--- src/hw/rtl/cubic_bezier_tessellator_assert.svh ---
// Assertion helpers for the tessellator top level.
// Both macros sample on the rising edge of clk and are disabled while arst_n is low.
`ifndef CUBIC_BEZIER_TESSELLATOR_ASSERT_SVH
`define CUBIC_BEZIER_TESSELLATOR_ASSERT_SVH

// The consequent must hold in the same cycle as the antecedent.
`define CBT_ASSERT_IMPLY(label, ante, cons) \
	label: assert property (@(posedge clk) disable iff (!arst_n) (ante) |-> (cons)) \
		else $error("same-cycle implication failed");

// The consequent must hold in the cycle after the antecedent.
`define CBT_ASSERT_NEXT(label, ante, cons) \
	label: assert property (@(posedge clk) disable iff (!arst_n) (ante) |=> (cons)) \
		else $error("next-cycle implication failed");

`endif

--- src/hw/rtl/cbt_pkg.sv ---
package cbt_pkg;

	localparam int CoordW      = 16;
	localparam int CountW      = 6;
	localparam int MaxSegments = 63;
	localparam int FifoDepth   = 2;

	typedef logic signed [CoordW-1:0] coord_t;
	typedef logic [CountW-1:0]        count_t;

	localparam count_t SegCountReset = CountW'(32);
	localparam coord_t CoordMax      = {1'b0, {(CoordW-1){1'b1}}};
	localparam coord_t CoordMin      = {1'b1, {(CoordW-1){1'b0}}};

	typedef struct packed {
		coord_t start_x;
		coord_t start_y;
		coord_t start_handle_dx;
		coord_t start_handle_dy;
		coord_t end_x;
		coord_t end_y;
		coord_t end_handle_dx;
		coord_t end_handle_dy;
		logic   endpoint_only;
	} item_t;

	typedef struct packed {
		coord_t point_x;
		coord_t point_y;
		logic   last_point;
	} point_t;

	// One queued segment: control points P0..P3 (index 0 is P0) and its piece count.
	typedef struct packed {
		coord_t [3:0] px;
		coord_t [3:0] py;
		count_t       n;
		logic         eop;
	} entry_t;

	typedef struct packed {
		logic   issue;
		logic   pop;
		count_t step;
	} seq_status_t;

endpackage

--- src/hw/rtl/cbt_div.sv ---
module cbt_div import cbt_pkg::*; #(
	parameter int MAX_SEGMENTS = MaxSegments,
	localparam int CubeW = $clog2(MAX_SEGMENTS ** 3 + 1),
	localparam int NumW  = CubeW + CoordW + 1
) (
	input  logic                   clk,
	input  logic                   arst_n,
	input  logic                   adv,
	input  logic                   in_valid,
	input  logic                   in_last,
	input  logic signed [NumW-1:0] num_x,
	input  logic signed [NumW-1:0] num_y,
	input  logic [CubeW-1:0]       den,
	output logic                   out_valid,
	output point_t                 out_point
);

	localparam int AW = NumW + 1;
	localparam int BW = CubeW + 1;
	localparam int QW = CoordW;

	logic [NumW-1:0] mag_x, mag_y;

	logic            v_s      [QW+1];
	logic            last_s   [QW+1];
	logic            sign_x_s [QW+1];
	logic            sign_y_s [QW+1];
	logic [BW-1:0]   b_s      [QW+1];
	logic [AW-1:0]   rem_x_s  [QW+1];
	logic [AW-1:0]   rem_y_s  [QW+1];
	logic [QW-1:0]   q_x_s    [QW+1];
	logic [QW-1:0]   q_y_s    [QW+1];

	assign mag_x = num_x[NumW-1] ? (~num_x + 1'b1) : num_x;
	assign mag_y = num_y[NumW-1] ? (~num_y + 1'b1) : num_y;

	// Rounding to nearest with ties away from zero is floor((2|num| + D) / 2D).
	always_ff @(posedge clk or negedge arst_n) begin
		if (!arst_n) begin
			v_s[0] <= 1'b0;
		end else if (adv) begin
			v_s[0] <= in_valid;
		end
	end

	always_ff @(posedge clk) begin
		if (adv) begin
			last_s[0]   <= in_last;
			sign_x_s[0] <= num_x[NumW-1];
			sign_y_s[0] <= num_y[NumW-1];
			b_s[0]      <= {den, 1'b0};
			rem_x_s[0]  <= {mag_x, 1'b0} + AW'(den);
			rem_y_s[0]  <= {mag_y, 1'b0} + AW'(den);
			q_x_s[0]    <= '0;
			q_y_s[0]    <= '0;
		end
	end

	// One quotient bit per stage, most significant first.
	for (genvar j = 0; j < QW; j++) begin : g_stage
		localparam int Bit = QW - 1 - j;

		logic [AW-1:0] shifted;
		logic          ge_x, ge_y;

		assign shifted = AW'(b_s[j]) << Bit;
		assign ge_x    = (rem_x_s[j] >= shifted);
		assign ge_y    = (rem_y_s[j] >= shifted);

		always_ff @(posedge clk or negedge arst_n) begin
			if (!arst_n) begin
				v_s[j+1] <= 1'b0;
			end else if (adv) begin
				v_s[j+1] <= v_s[j];
			end
		end

		always_ff @(posedge clk) begin
			if (adv) begin
				last_s[j+1]   <= last_s[j];
				sign_x_s[j+1] <= sign_x_s[j];
				sign_y_s[j+1] <= sign_y_s[j];
				b_s[j+1]      <= b_s[j];
				rem_x_s[j+1]  <= ge_x ? rem_x_s[j] - shifted : rem_x_s[j];
				rem_y_s[j+1]  <= ge_y ? rem_y_s[j] - shifted : rem_y_s[j];
				q_x_s[j+1]    <= q_x_s[j] | (QW'(ge_x) << Bit);
				q_y_s[j+1]    <= q_y_s[j] | (QW'(ge_y) << Bit);
			end
		end
	end

	assign out_valid            = v_s[QW];
	assign out_point.last_point = last_s[QW];
	assign out_point.point_x    = sign_x_s[QW] ? (~q_x_s[QW] + 1'b1) : q_x_s[QW];
	assign out_point.point_y    = sign_y_s[QW] ? (~q_y_s[QW] + 1'b1) : q_y_s[QW];

endmodule

--- config.mk ---
export PLATFORM = sky130hd
export DESIGN_NAME = cbt_div
export DESIGN_NICKNAME = d
export VERILOG_FILES = /design/src/hw/rtl/cubic_bezier_tessellator_assert.svh /design/src/hw/rtl/cbt_pkg.sv /design/src/hw/rtl/cbt_div.sv
export SDC_FILE = /design/constraint.sdc
export NUM_CORES = 2
export LEC_CHECK = 0
export BUFFER_PORTS_ARGS = -buffer_cell sky130_fd_sc_hd__buf_4
export CAP_MARGIN = 25
export CORE_MARGIN = 5
export CORE_UTILIZATION = 30
export CTS_BUF_LIST = sky130_fd_sc_hd__clkbuf_16
export CTS_CLUSTER_DIAMETER = 200
export DETAILED_ROUTE_END_ITERATION = 10
export MAX_ROUTING_LAYER = met4
export SYNTH_ARGS = -nofsm -noshare
export SYNTH_HDL_FRONTEND = slang
export SYNTH_SLANG_ARGS = --single-unit
--- constraint.sdc ---
create_clock -name clk -period 4.8 [get_ports clk]
set_input_delay 0.72 -clock clk [delete_from_list [all_inputs] [get_ports clk]]
set_output_delay 0.72 -clock clk [all_outputs]
set_load 0.02 [all_outputs]
**Yosys cells after proc, flatten, opt, wreduce, memory -nomap -nowiden**

Memories as Yosys holds them, arrays and structs flattened.
Index checks and enable logic that the tools add are counted.

- Bits in registers: 17
- Latch bits: 0
- RAM bits: 2142
- Bits in read-only memories: 0
- Input bits: 93
- Output and inout port bits: 34
- Word-level logic and storage cells: 169
- Memories kept: 8

Memories:

| name | words | width | rd ports | clocked after memory_dff | write ports | RTL line | text |
|---|---|---|---|---|---|---|---|
| rem_x_s | 17 | 36 | 16 | 0 | 17 | cbt_div.sv:29 | `logic [AW-1:0] rem_x_s [QW+1];` |
| rem_y_s | 17 | 36 | 16 | 0 | 17 | cbt_div.sv:30 | `logic [AW-1:0] rem_y_s [QW+1];` |
| b_s | 17 | 19 | 16 | 0 | 17 | cbt_div.sv:28 | `logic [BW-1:0] b_s [QW+1];` |
| q_x_s | 17 | 16 | 17 | 0 | 17 | cbt_div.sv:31 | `logic [QW-1:0] q_x_s [QW+1];` |
| q_y_s | 17 | 16 | 17 | 0 | 17 | cbt_div.sv:32 | `logic [QW-1:0] q_y_s [QW+1];` |
| last_s | 17 | 1 | 17 | 0 | 17 | cbt_div.sv:25 | `logic last_s [QW+1];` |
| 2 more memories | n/a | n/a | n/a | n/a | n/a | n/a |  |

- Add/subtract/negate cells: 38
- Multiply operators: 0
- Div/mod/pow operators: 0
- Order comparisons: 32
- Equality and inequality tests: 0
- Shift operators: 0
- Multiplexer cells: 38
- Bitwise operators: 36
- Reductions and logical operators: 0

Operators by type and width:

| operator | number |
|---|---|
| 36-bit 2-to-1 mux | 32 |
| 36-bit by 18-bit adder with 36-bit output | 2 |
| 36-bit by 19-bit >= comparator with 1-bit output | 2 |
| 36-bit by 20-bit >= comparator with 1-bit output | 2 |
| 36-bit by 21-bit >= comparator with 1-bit output | 2 |
| 36-bit by 22-bit >= comparator with 1-bit output | 2 |
| 36-bit by 23-bit >= comparator with 1-bit output | 2 |
| 36-bit by 24-bit >= comparator with 1-bit output | 2 |
| 36-bit by 25-bit >= comparator with 1-bit output | 2 |
| 36-bit by 26-bit >= comparator with 1-bit output | 2 |
| 36-bit by 27-bit >= comparator with 1-bit output | 2 |
| 36-bit by 28-bit >= comparator with 1-bit output | 2 |
| 36-bit by 29-bit >= comparator with 1-bit output | 2 |
| 36-bit by 30-bit >= comparator with 1-bit output | 2 |
| 36-bit by 31-bit >= comparator with 1-bit output | 2 |
| 36-bit by 32-bit >= comparator with 1-bit output | 2 |
| 36-bit by 33-bit >= comparator with 1-bit output | 2 |
| 36-bit by 34-bit >= comparator with 1-bit output | 2 |
| 36-bit by 19-bit subtractor with 36-bit output | 2 |
| 36-bit by 20-bit subtractor with 36-bit output | 2 |
| 36-bit by 21-bit subtractor with 36-bit output | 2 |
| 36-bit by 22-bit subtractor with 36-bit output | 2 |
| 36-bit by 23-bit subtractor with 36-bit output | 2 |
| 36-bit by 24-bit subtractor with 36-bit output | 2 |
| other kinds (33) | 66 |

**Depth between registers and ports, before layout**

- Depth in word-level cells: 4
- Mapped depth: 17
- Depth with buffers taken out: 15

**Worst setup path before layout**

Ideal clock, no wire load.

- Path type: input-to-reg
- Start: input num_y[34]
- End: memory rem_y_s[0][30] in the netlist's numbering, data pin
- Library setup time: 0.263 ns
- Arrival time: 4.420 ns
- Required time: 4.537 ns
- Slack: 0.117 ns
- Stages: 16
- Path buffers: 4
- Cell sequence: clkbuf_1 clkbuf_1 clkbuf_1 clkbuf_1 o31ai_1 xnor2_1 ha_1 o211ai_1 o21ai_0 nor3b_1 nor3_1 o31ai_1 nand3_1 or3_1 nor3_1 xnor2_1

RTL lines:

| what | RTL line | text |
|---|---|---|
| start: declaration | cbt_div.sv:12 | `input logic signed [NumW-1:0] num_y,` |
| end: declaration | cbt_div.sv:30 |  |

==> results.md <==
- Outcome: finished, final reports clean
- Post-synth EDFFs: between 1500 and 2000
- Average cell area after synthesis: ~12 sq um
- Boundary pin count: 127
- Vias post-DR: between 60000 and 70000
- Net count after synthesis: 9082
- Routed length per placed instance: between 15 and 20 um
- Input/output buffers: 126
- Bufs and invs on worst path: 0
- Slowest stage cell, crit path: a211oi_1
- Wire length of the first global-routing pass: 389.7 mm
- Power Density: roughly 560 nW/um^2
- Count of cells along the worst hold path: 1
- Final cell count without fillers: 12950
- Cell types with the largest area share after synthesis: edfxtp_1 (54%), ha_1 (8.0%), xnor2_1 (4.1%)
- Number of remaining DRC errors: 0
- Row Count: 207
- Leakage power: around 40 nW
- Root buf cell: clkbuf_16
- Routed via count divided by cell count: 4.971
- Pwr Total: between 60 and 70 mW
- Hold endpoint: rem_x_s[0][0]$_DFFE_PP_
- Critical-path cell list: ha_1 -> fa_1 -> nor2b_1 -> o21ai_0 -> a21boi_0 -> o21ai_0 -> a211oi_1 -> or2_2 -> o221ai_1 -> nor4_1 -> xor2_1
- Initial Util: 0.3018
- Relative area change from synthesis to final layout: 13.73%
- Core region area: 318300 sq um
- Num CTS Buffers: between 150 and 200
- Area share of the largest cell type after synthesis: 0.5411
- Most common cell type on the critical path: o21ai_0
- Min-Delay Startpoint: den[0]
- Critical path's largest stage delay: 0.64 ns
- Fin. max-slew vios: 0
- Worst IR Drop VDD: 0.3002 mV
- Clock transition at the registers of the reported paths: ~0.060 ns
- H-tree depth: 4
- Leading post-synthesis cells by instance count: edfxtp_1 (1731), nand2_1 (638), ha_1 (612)
- Class of the tightest hold or removal check: primary input to register
- RSZ-0062 raised after global routing: no
- Setup total negative slack: 0 ns
- Cell area after placement: just over 100000 sq um
- Largest net degree at the start of global routing: 175
- Clock tree buffer depth: 4
- Startpoint Class: register
- Buffers inserted by post-CTS timing repair: 0
- Crit share post-route: 0.8712
- Worst R2R Path Depth: 11
- Flip-flop and latch count after synthesis: 1748
- GR Overflow Total: 0
- Required time of the worst setup path: roughly 5.4 ns
- Worst-case hold slack: ~0.097 ns
- Synth Cell Area: 96050 sq um
- Fraction of synthesis flops using an asynchronous set or reset pin: 0.009725
- Final hold violation count: 0
- CTS sink cnt: 1748
- Data arrival time of the worst path: 4.74 ns
- Endpoint of the worst register-to-register path: rem_x_s[0][575]$_DFFE_PP_
- Count of fill cells added during filler insertion: 31025
- Placed Instances: 12591
- Detailed-route wire length: ~250 mm
- DRT Pass-1 Iters: 6
- Number of distinct standard cells referenced by the synthesized netlist: 95
- Startpoint of the worst register-to-register path: rem_x_s[0][504]$_DFFE_PP_
- Leading cell type by number of instances after synthesis: edfxtp_1
- Max-capacitance violation count: 0
- Yosys warnings: 0
- Endpoint class of the critical path: register
- Number of failing setup endpoints in the final timing report: 0
- Count of nets after finishing: ~9400
- Antenna violations before repair: 2
- Share of post-route cells with drive strength above 1: 0.08359
- Gr usage total: 0.1542
- Detailed placement HPWL: 202.6 mm
- Die Outline Area: 331600 sq um
- Main flop type after synthesis: edfxtp_1
- Proportion of synthesized chip area in sequential cells: 0.5456
- Slack of the worst reg-to-reg path: 0.62 ns
- Clock tree from TritonCTS: yes
- Clock latency on the worst-skew pair: ~0.85 ns
- Setup skew after layout: 0.05352 ns
- Biggest fanout along the worst timing path: 7
- Count of routing violations after the opening detailed-route iteration: 3862
- Shortest period the worst path allows: 4.182 ns
- Biggest area consumer among synthesized cells: edfxtp_1
- Chip width: 575.8 um
- Die boundary height: 575.8 um
- Highest attainable clock frequency: approximately 0.24 GHz
- Worst path top cell family by delay: compound AO/OA/AOI/OAI gates
- Cells after synthesis: 8345
- Via count of the first global-routing pass: ~66000
- Slew of the pin with the lowest slew margin: 1.053 ns
- Category of the critical setup timing path: register to register
- Final RePlAce weighted congestion: slightly below 1
- Worst rel slew slack: 0.2983
- Number of nets still failing antenna checks after routing: 0
- Non-Filler Cell Area, Final: 109200 sq um
[report_power, final]
| group | internal, mW | total [mW] | switching (mW) |
|---|---|---|---|
| combinational | 9.20 | 21.4 | 12.2 |
| sequential | 21.7 | 24.3 | 2.57 |
| clock | 9.07 | 15.2 | 6.16 |
[registers in the layout (all words and copies together) (netlist names)]
name       cells
b_s          272
last_s        17
out_valid      1
q_x_s        136
q_y_s        136
rem_x_s      576
rem_y_s      560
sign_x_s      17
sign_y_s      17
v_s           16
[worst max path at each step]
stage               cells past startpoint                        end  slack (ns)                      start
detailed placement                     13   rem_y_s[0][35]$_DFFE_PP_        0.18                   num_y[4]
global route                           11  rem_x_s[0][575]$_DFFE_PP_        0.39  rem_x_s[0][504]$_DFFE_PP_
CTS                                     8              out_point[16]        0.52     q_y_s[16][1]$_DFFE_PP_
floorplan                              16   rem_y_s[0][30]$_DFFE_PP_        0.12                  num_y[34]
finish                                 11  rem_x_s[0][575]$_DFFE_PP_        0.62  rem_x_s[0][504]$_DFFE_PP_
global placement                       13   rem_y_s[0][35]$_DFFE_PP_        0.21                   num_y[4]
[cell type report]
class | instances | area (sq um) | area share
well taps | 4180 | 5230 | 0.04787
diodes | 1 | 2.502 | 0.00002291
flip-flops and latches | 1748 | 52410 | 0.4797
multi-input cells | 5930 | 41260 | 0.3777
inverters | 514 | 1929 | 0.01766
clock inverters | 153 | 1468 | 0.01343
repair buffers | 221 | 1867 | 0.01709
clock buffers | 203 | 5080 | 0.04650
[through the flow]
stage               worst slack [ns]  utilization
finish                        0.6182       0.3432
floorplan                     0.1167            -
global placement              0.2113       0.3225
CTS                           0.5176       0.3432
detailed placement            0.1784       0.3226
global route                  0.3853       0.3432
[routing by layer]
layer	vias to the layer above	share of wire	global-route usage	wire, um
li1	31697	-	-	-
met1	30668	0.40	0.1698	101500
met2	1484	0.51	0.2731	129000
met3	519	0.032	0.01740	8220
met4	0	0.063	0.08279	16050
met5	-	0	-	0
[timing repair]
action | in CTS | in global routing
hold buffers | 2 | 0
gates resized for setup | 0 | 0
endpoints found under the hold margin | 18 | 0
[cell families (layout without fill, tap and decap cells)]
logic type | count (synthesis) | after routing | synth area share
XOR/XNOR | 834 | 834 | 0.07605
flip-flops | 1748 | 1748 | 0.5456
multiplexers | 132 | 132 | 0.01534
other | 0 | 1 | 0
AND/OR/NAND/NOR | 2383 | 2383 | 0.1252
AO/OA/AOI/OAI | 1937 | 1937 | 0.1252
adder cells (fa/ha/maj) | 644 | 644 | 0.08639
buffers and inverters | 667 | 1091 | 0.02623
[layout by cell type, fill, tap and decap left out, drive strengths merged, types with 42 or more instances in the layout]
master  instances
nor4          128
nand4          95
xnor2         445
nand2         638
edfxtp       1731
nor2b         106
nand3         133
nor2          532
xor2          389
buf           219
mux2          122
nor3          200
or3           110
clkbuf        203
o21ai         550
o21a           86
a21oi         544
a21o          232
or4            55
clkinv         86
o21bai         52
inv           537
nand2b        114
o211ai         43
a211oi         42
o31ai          92
a31oi          63
ha            612
No activity file was read; power rests on OpenSTA's default activity.
