===== config.mk =====
export PLATFORM = sky130hd
export DESIGN_NAME = cbt_front
export DESIGN_NICKNAME = d
export VERILOG_FILES = /design/src/hw/rtl/cubic_bezier_tessellator_assert.svh /design/src/hw/rtl/cbt_pkg.sv /design/src/hw/rtl/cbt_front.sv
export SDC_FILE = /design/constraint.sdc
export NUM_CORES = 1
export LEC_CHECK = 0
export BUFFER_PORTS_ARGS = -buffer_cell sky130_fd_sc_hd__buf_2
export CELL_PAD_IN_SITES_DETAIL_PLACEMENT = 1
export CELL_PAD_IN_SITES_GLOBAL_PLACEMENT = 2
export CORE_ASPECT_RATIO = 0.5
export CORE_MARGIN = 5
export CORE_UTILIZATION = 26
export CTS_CLUSTER_SIZE = 24
export DETAILED_ROUTE_END_ITERATION = 10
export GPL_ROUTABILITY_DRIVEN = 1
export GPL_TIMING_DRIVEN = 1
export PLACE_DENSITY = 0.95
export SETUP_SLACK_MARGIN = 0.3
export SYNTH_ARGS = -nofsm -noshare
export SYNTH_HDL_FRONTEND = slang
export SYNTH_SLANG_ARGS = --single-unit

===== constraint.sdc =====
create_clock -name clk -period 3.8 [get_ports clk]
set_clock_uncertainty 0.1 [all_clocks]
set_input_delay 0.19 -clock clk [delete_from_list [all_inputs] [get_ports clk]]
set_output_delay 0.19 -clock clk [all_outputs]
set_load 0.01 [all_outputs]

===== src/hw/rtl/cubic_bezier_tessellator_assert.svh =====
// Assertion helpers for the tessellator top level.
// Both macros sample on the rising edge of clk and are disabled while arst_n is low.
`ifndef CUBIC_BEZIER_TESSELLATOR_ASSERT_SVH
`define CUBIC_BEZIER_TESSELLATOR_ASSERT_SVH

// The consequent must hold in the same cycle as the antecedent.
`define CBT_ASSERT_IMPLY(label, ante, cons) \
	label: assert property (@(posedge clk) disable iff (!arst_n) (ante) |-> (cons)) \
		else $error("same-cycle implication failed");

// The consequent must hold in the cycle after the antecedent.
`define CBT_ASSERT_NEXT(label, ante, cons) \
	label: assert property (@(posedge clk) disable iff (!arst_n) (ante) |=> (cons)) \
		else $error("next-cycle implication failed");

`endif


===== src/hw/rtl/cbt_pkg.sv =====
package cbt_pkg;

	localparam int CoordW      = 16;
	localparam int CountW      = 6;
	localparam int MaxSegments = 63;
	localparam int FifoDepth   = 2;

	typedef logic signed [CoordW-1:0] coord_t;
	typedef logic [CountW-1:0]        count_t;

	localparam count_t SegCountReset = CountW'(32);
	localparam coord_t CoordMax      = {1'b0, {(CoordW-1){1'b1}}};
	localparam coord_t CoordMin      = {1'b1, {(CoordW-1){1'b0}}};

	typedef struct packed {
		coord_t start_x;
		coord_t start_y;
		coord_t start_handle_dx;
		coord_t start_handle_dy;
		coord_t end_x;
		coord_t end_y;
		coord_t end_handle_dx;
		coord_t end_handle_dy;
		logic   endpoint_only;
	} item_t;

	typedef struct packed {
		coord_t point_x;
		coord_t point_y;
		logic   last_point;
	} point_t;

	// One queued segment: control points P0..P3 (index 0 is P0) and its piece count.
	typedef struct packed {
		coord_t [3:0] px;
		coord_t [3:0] py;
		count_t       n;
		logic         eop;
	} entry_t;

	typedef struct packed {
		logic   issue;
		logic   pop;
		count_t step;
	} seq_status_t;

endpackage


===== src/hw/rtl/cbt_front.sv =====
module cbt_front import cbt_pkg::*; #(
	parameter int MAX_SEGMENTS = MaxSegments
) (
	input  logic   clk,
	input  logic   arst_n,
	input  logic   cfg_wen,
	input  count_t cfg_wdata,
	input  item_t  item,
	output entry_t entry
);

	count_t seg_count_q;
	count_t n_clamped;

	function automatic coord_t sat_add(coord_t a, coord_t b);
		logic [CoordW:0] s;
		s = {a[CoordW-1], a} + {b[CoordW-1], b};
		if (s[CoordW] != s[CoordW-1]) begin
			return s[CoordW] ? CoordMin : CoordMax;
		end
		return s[CoordW-1:0];
	endfunction

	always_ff @(posedge clk or negedge arst_n) begin
		if (!arst_n) begin
			seg_count_q <= SegCountReset;
		end else if (cfg_wen) begin
			seg_count_q <= cfg_wdata;
		end
	end

	always_comb begin
		if (seg_count_q == '0) begin
			n_clamped = CountW'(1);
		end else if (seg_count_q > CountW'(MAX_SEGMENTS)) begin
			n_clamped = CountW'(MAX_SEGMENTS);
		end else begin
			n_clamped = seg_count_q;
		end
	end

	// A start-point-only item runs as a one-piece curve evaluated at its first step only.
	always_comb begin
		entry.px[0] = item.start_x;
		entry.py[0] = item.start_y;
		entry.px[1] = sat_add(item.start_x, item.start_handle_dx);
		entry.py[1] = sat_add(item.start_y, item.start_handle_dy);
		entry.px[2] = sat_add(item.end_x, item.end_handle_dx);
		entry.py[2] = sat_add(item.end_y, item.end_handle_dy);
		entry.px[3] = item.end_x;
		entry.py[3] = item.end_y;
		entry.eop   = item.endpoint_only;
		entry.n     = item.endpoint_only ? CountW'(1) : n_clamped;
	end

endmodule


=== Word level (Yosys, flattened, before mapping) ===
Cells that the tools add are included.

* Register bits: 6
* Input bits: 138
* Output and inout port bits: 135
* Word-level logic and storage cells: 30

* $add $sub $neg: 4
* Order comparisons: 1
* Equal/unequal tests: 4
* Multiplexer cells: 19
* Reductions and logical operators: 1

{| class="wikitable"
|+ Operators by type and width
! kind !! number
|-
| $mux 16 || 12
|-
| $add 16x16->17 || 4
|-
| $mux 6 || 3
|-
| $gt 6x6->1 const B || 1
|-
| $logic_not 6->1 || 1
|-
| $mux 1 || 4
|-
| $ne 1x1->1 || 4
|}

=== Longest topological paths before layout ===
Gate-level depths: netlist (run 1).

* Word-level depth: 4
* Gate-level depth with buffers: 12
* Gate-level depth less buffers: 10

=== Worst setup path after synthesis (run 1) ===
OpenSTA, ideal clock, no wires.

* Path type: input-to-output
* Start: input item[65] (netlist bit)
* End: output entry[33] (netlist bit)
* Arrival time: 2.313 ns
* Data required time: 3.510 ns
* Setup slack: 1.197 ns
* Cell stages on the path: 12
* Buffers on the path: 2
* Path through: ha_1 -> inv_1 -> fa_1 -> nor2b_1 -> o21bai_1 -> nand2_1 -> a21boi_1 -> o31a_1 -> buf_2 -> clkbuf_1 -> maj3_1 -> mux2i_1

{| class="wikitable"
|+ RTL lines
! item !! line !! RTL
|-
| start, declared || cbt_front.sv:8 || <nowiki>input item_t item,</nowiki>
|-
| end, declared || cbt_front.sv:9 || <nowiki>output entry_t entry</nowiki>
|}

==> metrics.md, run 1 <==
| Metric | Value |
|---|---|
| Status | `complete, no violations` |
| Final hold vios | `0` |
| DR WL/cell | `15.97 um` |
| Placed wire-length estimate | `approximately 16 mm` |
| Worst setup SP type | `input pin` |
| Vias in the first global route | `slightly above 6,000` |
| Worst slew pin tran | `between 900 and 1000 ps` |
| Proportion of synthesized chip area in sequential cells | `between 2 and 3%` |
| CTS root buffer | `clkbuf_16` |
| First-pass GRT wire length | `29.75 mm` |
| IR Drop Worst-Case VDD | `between 0.2 and 0.25 mV` |
| FF+latch area | `~150 um2` |
| Clk slew on worst S/H paths | `around 40 ps` |
| PwrDens | `about 270 nW/um2` |
| Post-Syn Area | `5182 um2` |
| Switching share of power | `between 50% and 60%` |
| Ys Warns | `0` |
| Syn_nets | `903` |
| Ys async rst share | `100.0%` |
| CP endpoint kind | `output pin` |
| Fmax | `326.5 MHz` |
| DRC Markers | `0` |
| Top reg by flops | `seg_count_q` |
| Post-synth top flop | `dfrtp_1` |
| Final antenna-violating net count | `0` |
| Placed cell areas | `6241 um2` |
| Crit path DAT | `around 2800 ps` |
| Core area | `about 20,000 um2` |
| Logic pwr share | `84.8%` |
| Clock Latency Late Sink | `230 ps` |
| Hold Buf Count CTS | `1` |
| Worst min-delay path category | `input pin to register` |
| Peak per-stage delay on the critical path | `490 ps` |
| Largest regs | `seg_count_q: 6 flops` |
| Distinct cells, synth | `76` |
| Leak | `between 3 and 4 nW` |
| Reg2reg start | `seg_count_q[2]$_DFFE_PN0P_` |
| Avg Cell Area, Syn | `7.435 um2` |
| Cell count after synthesis | `between 600 and 700` |
| Number of flip-flops in the largest register | `6` |
| Layout cells sized above 1 | `35.15%` |
| Kind of critical path | `input pin to output pin` |
| Max Cap Viol | `0` |
| Fin nets | `around 1,100` |
| Vias | `5,675` |
| Area occupied by multi-input gates | `about 4200 um2` |
| Detailed Route Iter0 Violations | `159` |
| Number of synthesized flops with an enable pin | `0` |
| Leading area contributor after synthesis | `ha_1` |
| Placed cell count | `1,143` |
| Gr ovfl total | `0` |
| CP Depth | `10` |
| # clock sinks | `6` |
| Port Buffers | `about 270` |
| Critical R2R Capture | `seg_count_q[2]$_DFFE_PN0P_` |
| Crit path max-delay family | `simple AND/OR/NAND/NOR gates` |
| # fillers | `2,523` |
| 1st-pass router iterations | `4` |
| Worst slew margin | `about two fifths` |
| Worst R2R Path Depth | `1` |
| Synth-to-Final Area Change | `22.14%` |
| Pin count of the biggest net entering global routing | `24` |
| Max clock buf depth | `2` |
| # rows | `36` |
| Diodes inserted | `0` |
| Final TNS setup | `0 ps` |
| H-tree depth | `1` |
| Die W | `209.7 um` |
| RSZ-0062 raised after global routing | `no` |
| Crit path max fanout | `13` |
| Flop pwr share | `~4.6%` |
| Slowest CP cell | `or4_4` |
| Crit path cell chain | `buf_2 > ha_1 > a21o_1 > a31o_1 > or4_4 > nand3_2 > nand2_2 > maj3_1 > mux2_2 > buf_2` |
| Yosys top cell area share | `15.45%` |
| Synth area leaders | `ha_1 15%, buf_4 9.4%, a21oi_1 6.9%` |
| Slew Viols, Final | `0` |
| P_int | `a little over 0.0008 W` |
| Period utilization | `between 80% and 90%` |
| Top Ports | `about 270` |
| Fin crit period | `a little over 3000 ps` |
| R2R setup slack | `slightly below 3000 ps` |
| Final Cell Area | `around 6300 um2` |
| CP bufs+invs | `2` |
| DIE HEIGHT | `~110 um` |
| Routability Congestion | `between 0.8 and 0.9` |
| Flops & latches, synth | `6` |
| Gr usage total | `14.95%` |
| Initial Utilization | `26.57%` |
| TritonCTS clock tree | `yes` |
| Final hold slack | `roughly 87 ps` |
| Most Frequent Cell on Critical Path | `buf_2` |
| Post-CTS setup buffers | `0` |
| Clk pwr share | `around a tenth` |
| Setup violators final | `0` |
| Die ar. | `about 23,000 um2` |
| Crit path to | `entry[87]` |
| Num CTS Buffers | `3` |
| Sw power | `0.0008578 W` |
| Drt total wl | `18.34 mm` |
| Post-DR vias/cell | `about 4.9` |
| Layout Cells excl Fill | `between 1,000 and 1,500` |
| Crit path from | `item[85]` |
| Number of gates resized after CTS | `0` |
| Initial antenna violation count | `0` |
| Data required, critical path | `about 3500 ps` |
synthesized netlist by cell type, drive strengths merged (17+ instances only):
cell and count:
mux2i 21, ha 64, xor2 22, maj3 39, a21o 25, a21oi 71
inv 32, clkbuf 17, nand2 39, o21ai 48, buf 78, xnor2 26
nor2 36
cells in the final DEF, fill, tap and decap left out, types with 7 or more instances in the layout:
cell type	n
o211ai_1	7
ha_1	64
buf_2	272
o21a_1	14
maj3_1	34
mux2_2	9
nor3_1	15
nand2_1	38
nor2_1	36
xnor2_1	26
a21oi_1	71
nand3_1	10
a31oi_1	12
xor2_1	22
nor2b_1	12
a21o_1	24
mux2i_1	21
inv_1	32
o21ai_0	48
routing by layer:
layer / up-vias / global-route usage, % / share of wire [%] / wire length (um)
met4: 0 / 2.559 / 1.1 / 210
met5: - / 0 / 0 / 0
met2: 161 / 30.12 / 50 / 9242
li1: 2855 / - / - / -
met1: 2647 / 17.22 / 43 / 7911
met3: 12 / 1.938 / 5.3 / 971
per-stage QoR:
stage / setup WS (ps) / util (%) / total power [W]
after floorplan: 1197 / - / 0.001065
after CTS: 725.3 / 32.45 / 0.001707
final: 737.4 / 32.45 / 0.001688
after global placement: 796.7 / 32.00 / 0.001480
after global routing: 538.4 / 32.45 / 0.001843
after detailed placement: 732.1 / 32.00 / 0.001518
layout make-up:
cell class                 count  share of cell area, %
multi-input combinational    563                  67.07
tap                          266                  5.258
clock buffer                   4                  1.245
inverter                      32                  1.898
sequential                     6                  2.392
timing repair buffer         277                  22.14
how the worst min path moves through the flow:
stage	startpoint	to	depth (start not counted)
floorplan	arst_n	seg_count_q[0]$_DFFE_PN0P_	0
global placement	arst_n	seg_count_q[1]$_DFFE_PN0P_	1
CTS	cfg_wdata[0]	seg_count_q[0]$_DFFE_PN0P_	2
global route	cfg_wdata[0]	seg_count_q[0]$_DFFE_PN0P_	2
detailed placement	arst_n	seg_count_q[1]$_DFFE_PN0P_	1
finish	cfg_wdata[0]	seg_count_q[0]$_DFFE_PN0P_	2
power groups by stage:
stage | sequential (W) | combinational (W) | clock (W)
floorplan | 0.0000748 | 0.000990 | 0
global placement | 0.0000764 | 0.00140 | 0
detailed placement | 0.0000772 | 0.00144 | 0
CTS | 0.0000764 | 0.00145 | 0.000182
global route | 0.0000774 | 0.00158 | 0.000184
finish | 0.0000769 | 0.00143 | 0.000179
cell families after synthesis:
kind of cell,count (synthesis),share of synthesized area (%)
AO/OA/AOI/OAI,228,28.63
adder cells (fa/ha/maj),107,24.65
buffers and inverters,128,15.16
AND/OR/NAND/NOR,150,14.51
multiplexers,30,6.012
flip-flops,6,2.921
XOR/XNOR,48,8.112
No activity file was read; power rests on OpenSTA's default activity.
==> run 2: changes to the inputs <==
CORE_UTILIZATION = 22   (was 26)
PLACE_DENSITY = 0.91   (was 0.95)
clock period = 2.8 ns   (was 3.8 ns; I/O delays follow)
==> metrics.md, run 2 (same netlist as run 1, synthesis figures left out) <==
| Metric | Value |
|---|---|
| Status | `complete, no violations` |
| Setup violators final | `0` |
| Crit path cell chain | `buf_8 > ha_4 > inv_2 > fa_2 > nor2b_4 > o21bai_4 > nand2_2 > a21boi_2 > o31a_1 > buf_12 > buf_4 > maj3_1 > mux2i_1 > buf_2` |
| Die W | `227.1 um` |
| Num CTS Buffers | `3` |
| Fmax | `approximately 370 MHz` |
| Worst slew margin | `between 20 and 25%` |
| Largest regs | `seg_count_q: 6 flops` |
| Slowest CP cell | `fa_2` |
| CTS root buffer | `clkbuf_16` |
| Gr usage total | `about 15%` |
| Crit path DAT | `2460 ps` |
| Vias | `~6,400` |
| Placed cell count | `about 1,200` |
| Worst setup SP type | `input pin` |
| Initial antenna violation count | `3` |
| Final hold vios | `0` |
| DRC Markers | `0` |
| Met1 Usage GRT | `15.66%` |
| Pin count of the biggest net entering global routing | `24` |
| TritonCTS clock tree | `yes` |
| Final core occ | `around 37%` |
| Layout cells sized above 1 | `slightly below 60%` |
| Max Cap Viol | `0` |
| Clock Latency Late Sink | `230 ps` |
| Initial Utilization | `22.55%` |
| Port Buffers | `272` |
| Commonest non-fill, non-tap cell in the layout | `buf_2` |
| Core area | `22,980 um2` |
| Number of flip-flops in the largest register | `6` |
| Layout Cells excl Fill | `~1,300` |
| Top Ports | `approximately 270` |
| Top reg by flops | `seg_count_q` |
| Worst slew pin tran | `1128 ps` |
| Worst min-delay path category | `input pin to register` |
| Drt total wl | `between 20 and 25 mm` |
| Kind of critical path | `input pin to output pin` |
| Clk slew on worst S/H paths | `roughly 40 ps` |
| Leak | `approximately 3.8 nW` |
| CP endpoint kind | `output pin` |
| IR Drop Worst-Case VDD | `0.3348 mV` |
| # clock sinks | `6` |
| # fillers | `between 2,000 and 3,000` |
| Max clock buf depth | `2` |
| Final antenna-violating net count | `0` |
| Period utilization | `between 90% and 100%` |
| Die ar. | `approximately 27,000 um2` |
| Slew Viols, Final | `0` |
| Peak per-stage delay on the critical path | `between 300 and 400 ps` |
| Global route hottest layer | `met2` |
| Placed cell areas | `6625 um2` |
| RSZ-0062 raised after global routing | `yes` |
| PwrDens | `367.5 nW/um2` |
| Vias in the first global route | `a little under 7,000` |
| Fin crit period | `between 2000 and 3000 ps` |
| Placed wire-length estimate | `approximately 18 mm` |
| Met2 Use GR | `31.05%` |
| Detailed Route Iter0 Violations | `approximately 190` |
| R2R setup slack | `approximately 1900 ps` |
| First-pass GRT wire length | `roughly 34 mm` |
| Gr ovfl total | `0` |
| Post-DR vias/cell | `between 4 and 5` |
| Data required, critical path | `2560 ps` |
| H-tree depth | `1` |
| 1st-pass router iterations | `4` |
| DR WL/cell | `roughly 18 um` |
| # rows | `39` |
| Final Cell Area | `about 8500 um2` |
| Synth-to-Final Area Change | `64.37%` |
| Crit path max fanout | `5` |
| Most frequent cells in the layout | `252 x buf_2, 82 x buf_4, 35 x nand2_1` |
| GR met3 Demand/Resource | `1.660%` |
| Fin nets | `approximately 1,200` |
| Routability Congestion | `0.8424` |
| DIE HEIGHT | `~120 um` |
==> run 2: cell types whose count changed in the layout (fill, tap and decap cells not counted), sizes merged <==
cell / before / now
and2: 5 / 6
nand2: 39 / 40
clkbuf: 4 / 5
diode: 0 / 1
buf: 276 / 373
==> run 2: repair_timing <==
item,4_1_cts,5_1_grt
endpoints found under the setup margin,61,63
setup buffers,32,23
gates cloned,4,1
endpoints found under the hold margin,6,0
hold buffers,1,0
resized for setup,166,136
pin swaps,77,66
==> run 2: report_power, final <==
group	internal, W	total, W	switching (W)
registers	0.0000972	0.000105	0.00000747
logic	0.00135	0.00279	0.00144
clock network	0.000189	0.000240	0.0000511
total	0.00164	0.00313	0.00149
==> run 2: worst max-delay path, delay by kind of cell <==
family,cells,cell delay (ps)
buffers and inverters,5,580
and+or+nand+nor,2,260
muxes,1,140
AOI/OAI and AO/OA,3,480
adders and majority gates,3,860
==> run 2: per-layer routing <==
| layer | routed length (um) | part of all wire, % | vias to the layer above |
|---|---|---|---|
| met5 | 14 | 0.059 | - |
| met4 | 497 | 2.1 | 4 |
| met3 | 1344 | 5.7 | 46 |
| met2 | 13030 | 55 | 204 |
| met1 | 8716 | 37 | 3082 |
| li1 | - | - | 3063 |
==> run 2: cell type report <==
| class | instances | area [um2] | share of cell area [%] |
|---|---|---|---|
| multi-input combinational | 565 | 5365 | 62.98 |
| timing repair buffer | 375 | 2416 | 28.36 |
| tap | 307 | 384.1 | 4.509 |
| sequential | 6 | 151.4 | 1.777 |
| inverter | 32 | 120.1 | 1.410 |
| clock buffer | 4 | 78.83 | 0.9254 |
| antenna | 1 | 2.502 | 0.02938 |
==> run 2: worst paths after layout <==
path	from	end	cells past startpoint
worst min register to register	seg_count_q[0]$_DFFE_PN0P_	seg_count_q[0]$_DFFE_PN0P_	1
worst max register to register	seg_count_q[2]$_DFFE_PN0P_	seg_count_q[2]$_DFFE_PN0P_	1
worst max-delay path	item[97]	entry[23]	14
min in group asynchronous	arst_n	seg_count_q[1]$_DFFE_PN0P_	2
max in group asynchronous	arst_n	seg_count_q[5]$_DFFE_PN1P_	2
worst min-delay path	cfg_wdata[1]	seg_count_q[1]$_DFFE_PN0P_	2
==> run 2: per-stage QoR <==
stage | setup TNS (ps) | power (W) | hold slack [ps] | setup WS [ps]
after floorplan | 0 | 0.001452 | -255.6 | 302.5
final | 0 | 0.003130 | 43.04 | 95.51
after global routing | 0 | 0.003341 | 48.35 | 27.48
after CTS | 0 | 0.002799 | 40.59 | 133.1
after detailed placement | -364.2 | 0.002194 | -130.1 | -91.87
after global placement | -10.71 | 0.002141 | -136.1 | -7.942
