<file path="config.mk">
export PLATFORM = sky130hd
export DESIGN_NAME = cbt_fifo
export DESIGN_NICKNAME = d
export VERILOG_FILES = /design/src/hw/rtl/cubic_bezier_tessellator_assert.svh /design/src/hw/rtl/cbt_pkg.sv /design/src/hw/rtl/cbt_fifo.sv
export SDC_FILE = /design/constraint.sdc
export NUM_CORES = 1
export LEC_CHECK = 0
export ABC_AREA = 1
export BUFFER_PORTS_ARGS = -buffer_cell sky130_fd_sc_hd__buf_2
export CAP_MARGIN = 20
export CORE_ASPECT_RATIO = 0.7
export CORE_UTILIZATION = 25
export CTS_CLUSTER_DIAMETER = 120
export DETAILED_ROUTE_END_ITERATION = 8
export GPL_TIMING_DRIVEN = 0
export PLACE_DENSITY = 0.49
export SLEW_MARGIN = 10
export SYNTH_ARGS = -nofsm -noshare
export SYNTH_HDL_FRONTEND = slang
export SYNTH_SLANG_ARGS = --single-unit
</file>
<file path="constraint.sdc">
create_clock -name clk -period 9.64 [get_ports clk]
set_input_delay 0.964 -clock clk [delete_from_list [all_inputs] [get_ports clk]]
set_output_delay 0.964 -clock clk [all_outputs]
set_load 0.01 [all_outputs]
</file>
<file path="src/hw/rtl/cubic_bezier_tessellator_assert.svh">
// Assertion helpers for the tessellator top level.
// Both macros sample on the rising edge of clk and are disabled while arst_n is low.
`ifndef CUBIC_BEZIER_TESSELLATOR_ASSERT_SVH
`define CUBIC_BEZIER_TESSELLATOR_ASSERT_SVH

// The consequent must hold in the same cycle as the antecedent.
`define CBT_ASSERT_IMPLY(label, ante, cons) \
	label: assert property (@(posedge clk) disable iff (!arst_n) (ante) |-> (cons)) \
		else $error("same-cycle implication failed");

// The consequent must hold in the cycle after the antecedent.
`define CBT_ASSERT_NEXT(label, ante, cons) \
	label: assert property (@(posedge clk) disable iff (!arst_n) (ante) |=> (cons)) \
		else $error("next-cycle implication failed");

`endif

</file>
<file path="src/hw/rtl/cbt_pkg.sv">
package cbt_pkg;

	localparam int CoordW      = 16;
	localparam int CountW      = 6;
	localparam int MaxSegments = 63;
	localparam int FifoDepth   = 2;

	typedef logic signed [CoordW-1:0] coord_t;
	typedef logic [CountW-1:0]        count_t;

	localparam count_t SegCountReset = CountW'(32);
	localparam coord_t CoordMax      = {1'b0, {(CoordW-1){1'b1}}};
	localparam coord_t CoordMin      = {1'b1, {(CoordW-1){1'b0}}};

	typedef struct packed {
		coord_t start_x;
		coord_t start_y;
		coord_t start_handle_dx;
		coord_t start_handle_dy;
		coord_t end_x;
		coord_t end_y;
		coord_t end_handle_dx;
		coord_t end_handle_dy;
		logic   endpoint_only;
	} item_t;

	typedef struct packed {
		coord_t point_x;
		coord_t point_y;
		logic   last_point;
	} point_t;

	// One queued segment: control points P0..P3 (index 0 is P0) and its piece count.
	typedef struct packed {
		coord_t [3:0] px;
		coord_t [3:0] py;
		count_t       n;
		logic         eop;
	} entry_t;

	typedef struct packed {
		logic   issue;
		logic   pop;
		count_t step;
	} seq_status_t;

endpackage

</file>
<file path="src/hw/rtl/cbt_fifo.sv">
module cbt_fifo import cbt_pkg::*; #(
	parameter int DEPTH = FifoDepth
) (
	input  logic   clk,
	input  logic   arst_n,
	input  logic   push,
	input  entry_t wr_entry,
	input  logic   pop,
	output logic   full,
	output logic   head_valid,
	output entry_t head
);

	localparam int PtrW = (DEPTH > 1) ? $clog2(DEPTH) : 1;
	localparam int CntW = $clog2(DEPTH + 1);

	entry_t            mem_q [DEPTH];
	logic [PtrW-1:0]   wr_ptr_q;
	logic [PtrW-1:0]   rd_ptr_q;
	logic [CntW-1:0]   count_q;

	assign full       = (count_q == CntW'(DEPTH));
	assign head_valid = (count_q != '0);
	assign head       = mem_q[rd_ptr_q];

	always_ff @(posedge clk) begin
		if (push) begin
			mem_q[wr_ptr_q] <= wr_entry;
		end
	end

	always_ff @(posedge clk or negedge arst_n) begin
		if (!arst_n) begin
			wr_ptr_q <= '0;
			rd_ptr_q <= '0;
			count_q  <= '0;
		end else begin
			if (push) begin
				wr_ptr_q <= (wr_ptr_q == PtrW'(DEPTH - 1)) ? '0 : wr_ptr_q + 1'b1;
			end
			if (pop) begin
				rd_ptr_q <= (rd_ptr_q == PtrW'(DEPTH - 1)) ? '0 : rd_ptr_q + 1'b1;
			end
			case ({push, pop})
				2'b10:   count_q <= count_q + 1'b1;
				2'b01:   count_q <= count_q - 1'b1;
				default: count_q <= count_q;
			endcase
		end
	end

endmodule

</file>
# --- Word-level counts from Yosys, hierarchy flattened ---
# Memory sizes are Yosys's and may differ from the RTL's.
# Index checks and enable logic that the tools add are counted.
# Widths: inputs -> output; s select.
op_classes:
  add_sub_neg: 4
  mul: 0
  div: 0
  n_lt_le_gt_ge: 0
  n_eq_ne: 3
  shifts: 0
  mux: 5
  n_bitwise: 0
  n_reduce_logical: 2
ops:
  columns: ["op", "n"]
  rows:
  - ["$eq 2x2->1 const B", 2]
  - ["$mux 1", 4]
  - ["$pmux 2 s2", 1]
  - ["$reduce_bool 2->1", 2]
  - ["$add 1x1->1 const B", 2]
  - ["$add 2x1->2 const B", 1]
  - ["$eq 2x1->1 const B", 1]
  - ["$sub 2x1->2 const B", 1]
totals:
  register_bits: 4
  latch_bits: 0
  ram_bits: 270
  rom_bits: 0
  output_inout_bits: 137
  word_cells: 18
  memories: 1
memory_table:
  columns: ["name", "depth", "word_bits", "rd", "rd_ports_with_merged_regs", "write_ports", "line_no", "text"]
  rows:
  - ["mem_q", 2, 135, 1, 0, 1, "cbt_fifo.sv:17", "entry_t mem_q [DEPTH];"]

# --- Depth between registers and ports, before layout ---
# Gate-level depths: netlist of run 1.
depth:
  word_depth: 2
  mapped_depth: 7
  depth_no_buf: 7

# --- Least setup slack after synthesis of run 1 ---
# No wires, ideal clock.
synth_timing:
  path_type: "input -> register"
  startpoint: "input push"
  endpoint: "memory mem_q[0][0] (netlist name) (enable)"
  arrival_time_ps: 6676
  required_ps: 9005
  slack_ps: 2329
  cell_stages: 2
  n_path_buf: 0
  path_cell_list: "inv_1 > nor2_1"
synth_via:
  elab_chain_len: 2
synth_lines:
  columns: ["item", "line_no", "text"]
  rows:
  - ["start: declaration", "cbt_fifo.sv:6", "input logic push,"]
  - ["$mux 1", "cbt_fifo.sv:27", "if (push) begin"]
  - ["$mux 1 (not written as such)", "cbt_fifo.sv:28", "mem_q[wr_ptr_q] <= wr_entry;"]
  - ["end: declaration", "cbt_fifo.sv:17", null]
# Every way passes these cells.

==> impl_metrics.tcl, run 1 <==
set metrics [dict create \
    run_status "complete, no violations" \
    gp_routability_congestion 0.704 \
    tightest_slew_ns 0.688 \
    regToRegSetupSlack_ns 7.62 \
    powerDensity_mw_per_mm2 299 \
    detail_route.drc_violations 0 \
    vias 6245 \
    level_count_of_the_clock_h_tree 1 \
    rows 62 \
    tritoncts_clock_tree "done" \
    slew_violations 0 \
    timing.final.crit_share_pct 31.7 \
    grt_antenna_before_repair 5 \
    first_global_vias 6230 \
    crit-reg2reg-capture "mem_q[0][118]" \
    number_of_sinks_on_the_clock_net 274 \
    critPathMaxFanout 10 \
    cts_post_setup_buffers_inserted 0 \
    synth.top_cell.area_share_pct 77.7 \
    postSynth.topFlopCell "sky130_fd_sc_hd__edfxtp_1" \
    number_of_enable_type_register_cells_in_the_synthesized_netlist 270 \
    synthToLayoutAreaGrowth_pct 30.3 \
    dp_hpwl_mm 16.9 \
    grt_first_pass_wirelength_mm 37.0 \
    worst_setup_path_start_kind "register" \
    wirelength_mm 24.5 \
    leading_cell_type_by_number_of_instances_after_synthesis "sky130_fd_sc_hd__edfxtp_1" \
    maxCapViolCount 0 \
    grt_remaining_overflow 0 \
    unrepaired_setup_endpoints_after_global_routing "no" \
    synthTopCellsByArea "sky130_fd_sc_hd__edfxtp_1 (78%), sky130_fd_sc_hd__inv_1 (5.1%), sky130_fd_sc_hd__nand2_1 (5.1%)" \
    synth.cell_area_mm2 0.0104 \
    worstRegToRegCells 5 \
    ys_warn_count 0 \
    crit_arrival_ns 2.10 \
    max-vdd-ir-drop_mv 0.127 \
    synth.yosys.seq_area_share_pct 78.7 \
    clkLatencyLatePin_ns 0.54 \
    final_period_minus_worst_setup_slack_ns 3.06 \
    portBuffers 275 \
    pin_count 276 \
    timing.hold.worst.class "input pin to async pin" \
    final_layout_size_suffix_gt1_share_pct 36.8 \
    clockBufferDepth 3 \
    post_synth_most_frequent_cells "sky130_fd_sc_hd__edfxtp_1 (270), sky130_fd_sc_hd__inv_1 (141), sky130_fd_sc_hd__nand2_1 (141)" \
    area_of_the_placeable_core_mm2 0.0411 \
    syn_nets 869 \
    antenna_left 0 \
    ys_async_sr_fraction_pct 1.46 \
    inserted_clock_buffers 28 \
    rr_startpoint "wr_ptr_q" \
    clock_tree_root_driver_cell "sky130_fd_sc_hd__clkbuf_16" \
    final-hold-violation-count 0 \
    drtPass1Iterations 4 \
    design.die.area_mm2 0.0426 \
    synthesis.instances 729 \
    die_width_um 246 \
    total_negative_setup_slack_ns 0 \
    nNetsFinal 1181 \
    finalClockSkew_ns 0.00746 \
    total_power_mw 4.06 \
    grt_util_all_layers_pct 11.4 \
    drt_first_iter_violations 248 \
    grt_start_max_net_pins 78 \
    viasPerCell 3.88 \
    netlist-cell-type-count 16 \
    critical_path_class "register to primary output" \
    cellLeakagePower_nw 5.68 \
    clock.fmax_mhz 327 \
    most_area_hungry_cell_type_in_the_yosys_netlist "sky130_fd_sc_hd__edfxtp_1" \
    postSynthRegisterBits 274 \
    initial_utilization_pct 25.4 \
    clk_pin_slew_worst_paths_ns 0.06 \
    syn_avg_cell_area_um2 14.3 \
    critPathRequiredTime_ns 8.68 \
    hold-worst-slack_ns 0.216 \
    cts_hold_repair.buffers 0 \
    finalSetupViolations 0 \
    cts_resized 0 \
    crit_end_element "primary output" \
    maxSlewHeadroom_pct 54.2 \
    wl_per_cell_um 15.2 \
    die_h_um 173 \
]
worst max-delay path by stage:
stage                   from     endpoint  slack, ns  cells past startpoint
floorplan               push  mem_q[0][0]       2.33                      2
CTS                 rd_ptr_q     head[57]       6.37                      4
detailed placement      push  mem_q[0][9]       6.88                      7
global route        rd_ptr_q     head[57]       6.35                      4
global placement        push  mem_q[0][6]      -2.03                      3
finish              rd_ptr_q     head[57]       6.58                      4
critical path: stages (launching register included):
cell                       delay, ns
sky130_fd_sc_hd__dfrtp_1        0.35
sky130_fd_sc_hd__buf_6          0.20
sky130_fd_sc_hd__clkbuf_1       0.55
sky130_fd_sc_hd__o21ai_0        0.25
sky130_fd_sc_hd__buf_2          0.20
area by class of cell:
type | instances | area [µm²]
fill | 4162 | 27500
sequential | 274 | 8210
timing repair buffer | 282 | 1550
multi-input combinational | 284 | 1450
clock buffer | 38 | 769
tap | 544 | 681
inverter | 141 | 537
buffer | 30 | 259
clock inverter | 13 | 140
antenna | 5 | 12.5
report_power, final:
group / switching (mW) / internal (mW) / total [mW]
logic: 0.868 / 0.488 / 1.36
registers: 0.0487 / 1.58 / 1.63
clock network: 0.441 / 0.637 / 1.08
cells in the final DEF (no fill, tap or decap), types with 2 or more instances in the layout:
master / n
sky130_fd_sc_hd__o21ai_2: 47
sky130_fd_sc_hd__bufinv_16: 3
sky130_fd_sc_hd__clkinv_1: 5
sky130_fd_sc_hd__diode_2: 5
sky130_fd_sc_hd__buf_16: 4
sky130_fd_sc_hd__clkinv_2: 3
sky130_fd_sc_hd__inv_1: 140
sky130_fd_sc_hd__buf_2: 275
sky130_fd_sc_hd__buf_12: 3
sky130_fd_sc_hd__buf_6: 17
sky130_fd_sc_hd__dfrtp_1: 4
sky130_fd_sc_hd__o21ai_0: 72
sky130_fd_sc_hd__clkbuf_1: 16
sky130_fd_sc_hd__xor2_1: 2
sky130_fd_sc_hd__nand2_1: 141
sky130_fd_sc_hd__buf_4: 5
sky130_fd_sc_hd__edfxtp_1: 270
sky130_fd_sc_hd__o21ai_1: 16
sky130_fd_sc_hd__clkbuf_16: 29
metal layers:
layer | global-route usage, % | vias up | part of all wire, %
met5 | 0 | - | 0.053
met4 | 2.92 | 2 | 2.5
met3 | 3.90 | 44 | 7.5
met2 | 18.8 | 149 | 47
met1 | 14.4 | 2942 | 43
li1 | - | 3108 | -
cell families after synthesis:
group	after synthesis	share of synthesized area (%)
buf+inv	171	7.55
fa+ha+maj	1	0.120
xor+xnor	3	0.252
compound gates	135	8.17
simple gates	145	5.25
flops	274	78.7
state kept, by name, summed over array words and instances, names as in the netlist:
signal and cells:
mem_q 270, count_q 2, rd_ptr_q 1, wr_ptr_q 1
metrics by stage:
stage | cell area, µm² | util [%] | setup slack, ns | std cells
6_report | 13600 | 33.1 | 6.58 | 1611
5_1_grt | 13600 | 33.1 | 6.35 | 1607
4_1_cts | 13600 | 33.0 | 6.37 | 1606
3_5_place_dp | 12700 | 30.8 | 6.88 | 1555
3_3_place_gp | 12500 | 30.4 | -2.03 | 1548
2_1_floorplan | 10400 | - | 2.33 | 729
(Power assumes the default switching activity.)
==> run 2, diff against run 1 <==
--- a/config.mk
+++ b/config.mk
@@ -5,7 +5,7 @@
 export SDC_FILE = /design/constraint.sdc
 export NUM_CORES = 1
 export LEC_CHECK = 0
-export ABC_AREA = 1
+export ABC_AREA = 0
 export BUFFER_PORTS_ARGS = -buffer_cell sky130_fd_sc_hd__buf_2
 export CAP_MARGIN = 20
 export CORE_ASPECT_RATIO = 0.7
==> constraint.sdc (replaced) <==
create_clock -name clk -period 2.9 [get_ports clk]
set_input_delay 0.29 -clock clk [delete_from_list [all_inputs] [get_ports clk]]
set_output_delay 0.29 -clock clk [all_outputs]
set_load 0.01 [all_outputs]
==> impl_metrics.tcl, run 2 <==
set metrics [dict create \
    post_synthesis_mux_area_share_pct 16.6 \
    crit_arrival_ns 1.97 \
    dp_hpwl_mm 14.9 \
    maxCapViolCount 0 \
    worst_setup_path_start_kind "register" \
    wirelength_mm 22.5 \
    vias 5568 \
    detail_route.drc_violations 0 \
    grt_antenna_before_repair 1 \
    postSynth.topFlopCell "sky130_fd_sc_hd__edfxtp_1" \
    clock_tree_root_driver_cell "sky130_fd_sc_hd__clkbuf_16" \
    area_of_the_placeable_core_mm2 0.0397 \
    synth_fa_ha_area_share_pct 0.124 \
    timing.final.crit_share_pct 78.0 \
    grt_remaining_overflow 0 \
    run_status "complete, no violations" \
    synth_xor_xnor_area_share_pct 0.435 \
    part_of_the_power_in_the_clock_network_pct 26.6 \
    cts_resized 0 \
    ys_warn_count 0 \
    viasPerCell 3.85 \
    first_global_vias 5827 \
    drt_first_iter_violations 154 \
    rows 61 \
    crit_end_element "primary output" \
    finalClockSkew_ns 0.0105 \
    total_power_mw 13.0 \
    synth.cell_area_mm2 0.0101 \
    nNetsFinal 1029 \
    postSynthRegisterBits 274 \
    synthSimpleGateAreaFrac_pct 0.261 \
    wl_per_cell_um 15.5 \
    ys_async_sr_fraction_pct 1.46 \
    final-hold-violation-count 0 \
    pin_count 276 \
    clock.fmax_mhz 442 \
    tritoncts_clock_tree "done" \
    layout_top_registers "mem_q (270), count_q (2)" \
    largest_family_of_logic_cells_by_synthesized_area "multiplexers" \
    grt_util_all_layers_pct 10.6 \
    slew_violations 0 \
    die_h_um 170 \
    critPathRequiredTime_ns 2.61 \
    most_area_hungry_cell_type_in_the_yosys_netlist "sky130_fd_sc_hd__edfxtp_1" \
    number_of_sinks_on_the_clock_net 274 \
    cellLeakagePower_nw 5.58 \
    synthesis.instances 436 \
    inserted_clock_buffers 29 \
    synth.top_cell.area_share_pct 80.5 \
    regToRegSetupSlack_ns 0.91 \
    largest_register_ffs 270 \
    most_frequent_standard_cell_in_the_layout_excluding_fill_and_tap_cells "sky130_fd_sc_hd__buf_2" \
    cts_hold_repair.buffers 138 \
    leading_cell_type_by_number_of_instances_after_synthesis "sky130_fd_sc_hd__edfxtp_1" \
    initial_utilization_pct 25.4 \
    clk_pin_slew_worst_paths_ns 0.06 \
    critPathMaxFanout 10 \
    top_library_cells_by_usage_in_the_layout_fill_and_taps_aside "sky130_fd_sc_hd__buf_2 (284), sky130_fd_sc_hd__edfxtp_1 (270), sky130_fd_sc_hd__dlygate4sd3_1 (138)" \
    grt_first_pass_wirelength_mm 33.7 \
    powerDensity_mw_per_mm2 888 \
    clockBufferDepth 3 \
    postPlaceCellArea_mm2 0.0123 \
    syn_nets 576 \
    critical_path_class "register to primary output" \
    crit-reg2reg-capture "mem_q[0][5]" \
    design.die.area_mm2 0.0411 \
    syn_avg_cell_area_um2 23.1 \
    timing.hold.worst.class "input pin to async pin" \
    tightest_slew_ns 0.717 \
    grt_start_max_net_pins 39 \
    sw_frac_of_total_pct 28.7 \
    share_comb_of_total_power_pct 31.7 \
    finalSetupViolations 0 \
    antenna_left 0 \
    gp_routability_congestion 0.686 \
    stdcell_area_mm2 0.0146 \
    drtPass1Iterations 4 \
    final_period_minus_worst_setup_slack_ns 2.26 \
    synthToLayoutAreaGrowth_pct 44.8 \
    synth.yosys.seq_area_share_pct 81.5 \
    netSwitchingPower_mw 3.72 \
    synthTopCellsByArea "sky130_fd_sc_hd__edfxtp_1 (80%), sky130_fd_sc_hd__mux2_2 (11%), sky130_fd_sc_hd__mux2_4 (6.0%)" \
    portBuffers 275 \
    cts_post_setup_buffers_inserted 0 \
    final_layout_size_suffix_gt1_share_pct 52.4 \
    synth-compound-area-share_pct 0 \
    rr_startpoint "wr_ptr_q" \
    unrepaired_setup_endpoints_after_global_routing "no" \
    maxSlewHeadroom_pct 52.1 \
    number_of_enable_type_register_cells_in_the_synthesized_netlist 270 \
    internal-power_mw 9.24 \
    die_width_um 242 \
    final_util_pct 36.8 \
    largest-register "mem_q" \
    max-vdd-ir-drop_mv 0.493 \
    netlist-cell-type-count 14 \
    worstRegToRegCells 4 \
    clkLatencyLatePin_ns 0.54 \
    power_frac_seq_pct 41.7 \
    post_synth_most_frequent_cells "sky130_fd_sc_hd__edfxtp_1 (270), sky130_fd_sc_hd__mux2_2 (95), sky130_fd_sc_hd__mux2_4 (40)" \
    level_count_of_the_clock_h_tree 1 \
]
-- run 2: power by group through the flow --
stage / registers, mW / logic, mW / clock network, mW
finish: 5.40 / 4.11 / 3.45
global route: 5.47 / 4.46 / 3.74
CTS: 5.41 / 4.26 / 3.59
detailed placement: 5.49 / 4.09 / 0
global placement: 5.57 / 3.91 / 0
floorplan: 5.50 / 2.40 / 0
-- run 2: final cells by class --
type                    instances  area [µm²]
diodes                          1        2.50
plain buffers                  15         113
clock buffers                  34         744
clock inverters                17         126
fillers                      3789       25100
inverters                       1        3.75
multi-input cells             146        1760
flip-flops and latches        274        8210
well taps                     535         669
repair buffers                422        2960
-- run 2: how the worst max path moves through the flow --
| stage | slack, ns | cells after the start | to | start |
|---|---|---|---|---|
| finish | 0.64 | 5 | head[74] | rd_ptr_q |
| global placement | -1.50 | 3 | mem_q[0][4] | push |
| CTS | 0.54 | 5 | head[74] | rd_ptr_q |
| floorplan | 0.05 | 1 | mem_q[0][0] | wr_ptr_q |
| global route | 0.51 | 5 | head[74] | rd_ptr_q |
| detailed placement | 0.80 | 6 | mem_q[0][2] | push |
-- run 2: stage by stage --
stage          instances  TNS, ns  hold slack [ns]  worst slack [ns]
2_1_floorplan        436        0         -0.00559            0.0534
3_3_place_gp        1246  -322.19            0.109             -1.50
3_5_place_dp        1255        0            0.110             0.803
4_1_cts             1444        0           0.0672             0.537
5_1_grt             1445        0           0.0748             0.512
6_report            1445        0           0.0948             0.639
-- run 2: critical path, stage by stage, from the launching register on --
cell,delay [ns]
sky130_fd_sc_hd__dfrtp_1,0.34
sky130_fd_sc_hd__buf_6,0.17
sky130_fd_sc_hd__buf_6,0.19
sky130_fd_sc_hd__buf_6,0.22
sky130_fd_sc_hd__mux2_4,0.35
sky130_fd_sc_hd__buf_2,0.15
-- run 2: logic make-up (layout without fill, tap and decap cells) --
group	count (synthesis)	after routing
flops	274	274
mux	135	135
buf+inv	16	489
xor+xnor	5	5
simple gates	5	5
fa+ha+maj	1	1
other cells	0	1
-- run 2: routing by layer --
layer	track usage, %	routed length (µm)	up-vias	share of wire [%]
li1	-	-	2663	-
met1	13.3	9730	2706	43
met5	0	0	-	0
met3	3.44	1500	39	6.7
met2	17.7	10700	160	48
met4	2.83	539	0	2.4
